===== src/rtl/assert_macros.svh =====
// Assertion helpers shared by the RTL. Both expect clk and rst in scope.
`ifndef ASSERT_MACROS_SVH
`define ASSERT_MACROS_SVH

// Same-cycle implication.
`define QMJ_ASSERT_SAME(label, ante, cons, msg) \
  label: assert property (@(posedge clk) disable iff (rst) (ante) |-> (cons)) \
    else $error(msg);

// Next-cycle implication.
`define QMJ_ASSERT_NEXT(label, ante, cons, msg) \
  label: assert property (@(posedge clk) disable iff (rst) (ante) |=> (cons)) \
    else $error(msg);

`endif


===== src/rtl/qmj_pkg.sv =====
`timescale 1ns / 1ps
package qmj_pkg;

  localparam int T_W    = 16;
  localparam int UFRAC  = 30;
  localparam int U_W    = UFRAC + 1;
  localparam int UDIV_W = T_W + UFRAC;
  localparam int EL_W   = 24;
  localparam int VAL_W  = 32;
  localparam int TAG_W  = 32;
  localparam int AX_W   = 2;
  localparam int DLT_W  = VAL_W + 1;
  localparam int POLY_W = 40;
  localparam int PMAG_W = POLY_W - 1;
  localparam int PROD_W = DLT_W + PMAG_W;
  localparam int SC_W   = PROD_W + 40;
  localparam int DV_W   = SC_W - UFRAC;
  localparam int RES_W  = 48;
  localparam int NTERM  = 5;

  localparam logic [AX_W-1:0] AXIS_YAW  = 2'd3;
  localparam logic [T_W-1:0]  DUR_RESET = 16'd1000;

  typedef struct packed {
    logic [AX_W-1:0]          axis;
    logic [TAG_W-1:0]         tag;
    logic signed [VAL_W-1:0]  start;
    logic signed [DLT_W-1:0]  delta;
    logic [T_W-1:0]           tms;
    logic                     mid_seg;
  } qmj_side_t;

  typedef logic [NTERM-1:0][POLY_W-1:0] qmj_poly_t;

endpackage


===== src/rtl/qmj_div_pipe.sv =====
`timescale 1ns / 1ps
module qmj_div_pipe #(
  parameter int W  = 46,
  parameter int PW = 1
) (
  input  logic                     clk,
  input  logic                     rst,
  input  logic                     en,
  input  logic                     in_valid,
  input  logic [W-1:0]             in_num,
  input  logic [qmj_pkg::T_W-1:0]  in_den,
  input  logic [PW-1:0]            in_pay,
  output logic                     out_valid,
  output logic [W-1:0]             out_quot,
  output logic [PW-1:0]            out_pay
);
  import qmj_pkg::*;

  localparam int BPS = 8;
  localparam int ST  = (W + BPS - 1) / BPS;

  logic           vld_q [1:ST];
  logic [W-1:0]   num_q [1:ST];
  logic [T_W-1:0] rem_q [1:ST];
  logic [T_W-1:0] den_q [1:ST];
  logic [PW-1:0]  pay_q [1:ST];

  genvar s;
  generate
    for (s = 0; s < ST; s++) begin : g_st
      logic           src_vld;
      logic [W-1:0]   src_num;
      logic [T_W-1:0] src_rem;
      logic [T_W-1:0] src_den;
      logic [PW-1:0]  src_pay;
      logic [W-1:0]   nxt_num;
      logic [T_W-1:0] nxt_rem;

      if (s == 0) begin : g_in
        assign src_vld = in_valid;
        assign src_num = in_num;
        assign src_rem = '0;
        assign src_den = in_den;
        assign src_pay = in_pay;
      end else begin : g_mid
        assign src_vld = vld_q[s];
        assign src_num = num_q[s];
        assign src_rem = rem_q[s];
        assign src_den = den_q[s];
        assign src_pay = pay_q[s];
      end

      // restoring steps: shift one dividend bit into the remainder, subtract if it fits
      always_comb begin
        logic [T_W:0] r;
        logic [W-1:0] w;
        r = {1'b0, src_rem};
        w = src_num;
        for (int k = 0; k < BPS; k++) begin
          if (s * BPS + k < W) begin
            r = {r[T_W-1:0], w[W-1]};
            w = {w[W-2:0], 1'b0};
            if (r >= {1'b0, src_den}) begin
              r    = r - {1'b0, src_den};
              w[0] = 1'b1;
            end
          end
        end
        nxt_num = w;
        nxt_rem = r[T_W-1:0];
      end

      always_ff @(posedge clk) begin
        if (rst) begin
          vld_q[s+1] <= 1'b0;
        end else if (en) begin
          vld_q[s+1] <= src_vld;
        end
      end

      always_ff @(posedge clk) begin
        if (en) begin
          num_q[s+1] <= nxt_num;
          rem_q[s+1] <= nxt_rem;
          den_q[s+1] <= src_den;
          pay_q[s+1] <= src_pay;
        end
      end
    end
  endgenerate

  assign out_valid = vld_q[ST];
  assign out_quot  = num_q[ST];
  assign out_pay   = pay_q[ST];

endmodule


===== config.mk =====
export PLATFORM = sky130hd
export DESIGN_NAME = qmj_div_pipe
export DESIGN_NICKNAME = d
export VERILOG_FILES = /design/src/rtl/assert_macros.svh /design/src/rtl/qmj_pkg.sv /design/src/rtl/qmj_div_pipe.sv
export SDC_FILE = /design/constraint.sdc
export NUM_CORES = 2
export LEC_CHECK = 0
export ABC_CLOCK_PERIOD_IN_PS = 24300
export BUFFER_PORTS_ARGS = -buffer_cell sky130_fd_sc_hd__buf_2
export CAP_MARGIN = 20
export CORE_UTILIZATION = 50
export CTS_BUF_LIST = sky130_fd_sc_hd__clkbuf_16
export DETAILED_ROUTE_END_ITERATION = 10
export PLACE_DENSITY = 0.68
export SYNTH_ARGS = -nofsm -noshare
export SYNTH_HDL_FRONTEND = slang
export SYNTH_SLANG_ARGS = --single-unit

===== constraint.sdc =====
create_clock -name clk -period 24.3 [get_ports clk]
set_input_delay 2.43 -clock clk [delete_from_list [all_inputs] [get_ports clk]]
set_output_delay 2.43 -clock clk [all_outputs]
set_load 0.02 [all_outputs]

# Yosys cells after proc, flatten, opt, wreduce, memory -nomap -nowiden
# Memory sizes are Yosys's and may differ from the RTL's.
# Cells that the tools add are included.
# word_totals
regBits	0
ram_bits	480
inputBits	67
output_inout_bits	48
word_cells	207
n_memories	5
# memory_table
memory	depth	word_bits	rd	rd_ports_with_merged_regs	write_ports	line	rtl
num_q	6	46	6	0	6	qmj_div_pipe.sv:23	logic [W-1:0] num_q [1:ST];
den_q	6	16	5	0	6	qmj_div_pipe.sv:25	logic [T_W-1:0] den_q [1:ST];
rem_q	6	16	5	0	6	qmj_div_pipe.sv:24	logic [T_W-1:0] rem_q [1:ST];
pay_q	6	1	6	0	6	qmj_div_pipe.sv:26	logic [PW-1:0] pay_q [1:ST];
vld_q	6	1	6	0	6	qmj_div_pipe.sv:22	logic vld_q [1:ST];
# classes
add_sub_neg	46
order_cmp	46
n_mux	104
bitwise	6
# op_table
operator	count
$ge A17 B16 Y1	45
$mux W16	46
$sub A16 B16 Y16	45
$mux W1	58
$ge A1 B16 Y1	1
$sub A1 B16 Y16	1
$or A1 B1 Y1	6

# Depth between registers and ports, before layout
# An unclocked memory read counts as a cell.
# logic_depth
word_depth	17
mapped_depth	120
depth_no_buf	108

# Least setup slack after synthesis
# Ideal clock, no wire load.
# synth_timing
path_kind	reg-to-reg
from	register den_q[0][49] (netlist name)
to	register rem_q[0][78] (netlist name)
setup_time_ns	0.261
arrival_time_ns	22.520
t_required_ns	24.039
slack_ns	1.520
stages_incl_launch_ff	113
n_path_buf	11
period_less_slack_ns	22.780
path_cell_list	edfxtp_1 > inv_1 > ha_1 > nor2b_1 > o31ai_1 > a21oi_1 > a211oi_1 > or2_2 > buf_2 > inv_2 > buf_1 > a21oi_1 > ha_1 > nor2b_1 > o31a_1 > o32ai_2 > o21ai_0 > a41oi_1 > [77 not listed] > a21oi_1 > ha_1 > nor2b_1 > o21ai_0 > a21oi_1 > o21ai_0 > a21oi_1 > o21ai_0 > a21oi_1 > o21ai_0 > a2111oi_0 > o21ai_0 > a21oi_1 > or2_2 > nor4_2 > a21o_1 > inv_2 > a221o_1

==> results.json <==
{
  "outcome": "complete, but fails checks",
  "violations": "DRC",
  "synth_fa_ha_area_share_pct": 18.5,
  "use_met1_pct": 37.7,
  "die_area_mm2": 0.108,
  "fin_ws_ps": 1530,
  "slowest_stage": "or4_1",
  "synth-async-reset-ratio_pct": 0,
  "dp_slack_ps": -11.7,
  "start_util_pct": 50.6,
  "cp.arrival_ps": 23160,
  "syn-mean-instance-area_um2": 8.92,
  "die_x_um": 329,
  "synth_compound_area_share_pct": 20.3,
  "synthMuxAreaShare_pct": 9.58,
  "met2_usage_pct": 43.5,
  "grt_pass1_vias": 43622,
  "cp-start-kind": "flop",
  "numCtsBuffers": 53,
  "synth_cell_types": 108,
  "dr.first_iter.drc_count": 3582,
  "diodes": 0,
  "crit_path_end_kind": "flop",
  "holdBufCountCts": 0,
  "synth_top_family_by_area": "compound AO/OA/AOI/OAI gates",
  "drive_above_1_share_pct": 13.8,
  "grt_start_max_net_pins": 158,
  "antenna_found_initial": 1,
  "place_congestion": 0.966,
  "max_stage_delay_ps": 520,
  "maxCapViolCount": 0,
  "cp_data_required_time_ps": 24690,
  "clockRootBuffer": "clkbuf_16",
  "skew_ps": 31.1,
  "ff2ff_setup_slack_ps": 1530,
  "drtPass1Iterations": 8,
  "path_common_cell": "o21ai_0",
  "drc": 5,
  "critPathMaxFanout": 20,
  "netlist_instances": 6003,
  "overflow": 0,
  "syn_area_mm2": 0.0535,
  "die_y_um": 329,
  "fin_crit_sh_pct": 93.7,
  "timing.fmax_ghz": 0.0439,
  "yosys_warnings": 0,
  "hpwl_mm": 120,
  "pin_count": 115,
  "viasPerCell": 6.06,
  "synth_ff_type": "edfxtp_1",
  "synth_edf_count": 448,
  "ant_nets": 0,
  "synth_xor_area_share_pct": 7.09,
  "via_count": 46560,
  "finalCriticalPeriod_ps": 22770,
  "gr-usage-all-layers_pct": 27.1,
  "area_growth_pct": 9.43,
  "slew_violations": 0,
  "dpl.cell_count": 7569,
  "drt_wl_total_mm": 152,
  "final-hold-violation-count": 0,
  "top_usage_layer": "met2",
  "clock_latency_ps": 670,
  "cts_sinks": 448,
  "htree_levels": 2,
  "final_nets": 7084,
  "relSlewSlack_pct": 30.9,
  "wl_per_cell_um": 19.7,
  "ys_seq_elements": 448,
  "clk_pin_slew_worst_paths_ps": 60,
  "hold_class": "reg -> reg",
  "grt_util_met3_pct": 3.14,
  "io_buffers": 114,
  "syn_nets": 6836,
  "grt_pass1_wl_mm": 235,
  "placementRows": 119,
  "layoutNonFillerInstCount": 7680,
  "ys_seq_area_share_pct": 25.1,
  "core_region_area_mm2": 0.106,
  "cts_tree": "yes",
  "clock_path_buffers": 3,
  "crit_type": "reg -> reg",
  "synth_simple_gate_area_share_pct": 15.5,
  "tightest_slew_ps": 1040,
  "setup_violations": 0
}
## cells in the mapped netlist (10+ instances only)
| master | instances | area [um2] |
|---|---|---|
| a2111oi_0 | 10 | 87.6 |
| a211o_1 | 17 | 149 |
| a211oi_1 | 62 | 465 |
| a21boi_0 | 66 | 495 |
| a21o_1 | 179 | 1340 |
| a21oi_1 | 439 | 2200 |
| a221o_1 | 13 | 130 |
| a221oi_1 | 13 | 114 |
| a31oi_1 | 48 | 300 |
| and2_1 | 47 | 294 |
| and3_1 | 44 | 275 |
| buf_1 | 10 | 37.5 |
| buf_2 | 19 | 95.1 |
| clkbuf_1 | 49 | 184 |
| edfxtp_1 | 448 | 13500 |
| fa_1 | 44 | 881 |
| ha_1 | 722 | 9030 |
| inv_1 | 430 | 1610 |
| inv_2 | 14 | 52.6 |
| mux2_2 | 378 | 4260 |
| mux2i_1 | 73 | 731 |
| nand2_1 | 392 | 1470 |
| nand2b_1 | 90 | 563 |
| nand3_1 | 95 | 475 |
| nand3b_1 | 10 | 75.1 |
| nand4_1 | 139 | 870 |
| nor2_1 | 471 | 1770 |
| nor2b_1 | 127 | 795 |
| nor3_1 | 119 | 596 |
| nor4_1 | 44 | 275 |
| o2111ai_1 | 13 | 114 |
| o211ai_1 | 38 | 285 |
| o21a_1 | 120 | 901 |
| o21ai_0 | 398 | 1990 |
| o21bai_1 | 35 | 263 |
| o221ai_1 | 12 | 105 |
| o311ai_0 | 13 | 114 |
| o31a_1 | 22 | 193 |
| o31ai_1 | 40 | 300 |
| o41ai_1 | 11 | 96.3 |
| or2_2 | 28 | 175 |
| or3_1 | 38 | 238 |
| xnor2_1 | 293 | 2570 |
| xor2_1 | 140 | 1230 |
## state kept, by name, summed over array words and instances, names as in the netlist
register and cells:
num_q 276, den_q 80, rem_q 80, pay_q 6, vld_q 6
## path summary, 6_finish.rpt
kind	start	endpoint	cells after the start
worst max-delay path	den_q[0][35]	rem_q[0][62]	101
worst min-delay path	num_q[0][153]	num_q[0][207]	0
worst max register to register	den_q[0][35]	rem_q[0][62]	101
worst min register to register	num_q[0][153]	num_q[0][207]	0
## cell type report
| class | count | area [um2] |
|---|---|---|
| clock buffer | 54 | 1350 |
| timing repair buffer | 279 | 1860 |
| tap | 1391 | 1740 |
| multi-input combinational | 5023 | 38200 |
| sequential | 448 | 13500 |
| inverter | 446 | 1690 |
| fill | 9655 | 47200 |
| clock inverter | 39 | 305 |
## worst max-delay path: cells and delay by family (launching register included)
family	cells	cell delay, ps
mux	7	2240
flops	1	430
simple gates	16	3350
compound gates	59	11650
fa+ha+maj	8	2760
buf+inv	11	1980
## per-layer routing
layer	part of all wire (%)	up-vias
met2	44	1444
met1	46	21899
met4	3.5	2
met5	0.0086	-
li1	-	22920
met3	6.1	295
## cell families after synthesis
logic type,Yosys count
AND/OR/NAND/NOR,1694
AO/OA/AOI/OAI,1669
adder cells (fa/ha/maj),766
buffers and inverters,533
multiplexers,460
flip-flops,448
XOR/XNOR,433
## cell usage in the layout (no fill, tap or decap), drive strengths merged, types with 120 or more instances in the layout
cell type	n
edfxtp	448
o21ai	406
nor2b	127
buf	279
xnor2	293
xor2	140
a21oi	440
a21o	179
inv	452
o21a	121
mux2	384
nor2	473
nand2	394
ha	722
nor3	120
nand4	139
## per-stage QoR
stage | util [%] | hold slack, ps | setup TNS (ps) | cell area [um2]
3_5_place_dp | 53.5 | 405 | -16.7 | 56600
5_1_grt | 55.4 | 422 | -16.9 | 58600
6_report | 55.4 | 413 | 0 | 58600
2_1_floorplan | - | 400 | 0 | 53500
4_1_cts | 55.1 | 412 | 0 | 58200
3_3_place_gp | 53.5 | 401 | 0 | 56600
## what timing repair did
| action | in CTS | in global routing |
|---|---|---|
| pin swaps | 0 | 6 |
| hold endpoints to repair | 0 | 0 |
| setup endpoints to repair | 15 | 85 |
| setup buffers | 0 | 17 |
| gates cloned | 0 | 1 |
| gates resized for setup | 1 | 61 |
Power is not shown: default switching activity piles up to over one toggle a cycle in this logic, so the estimate is an artifact.
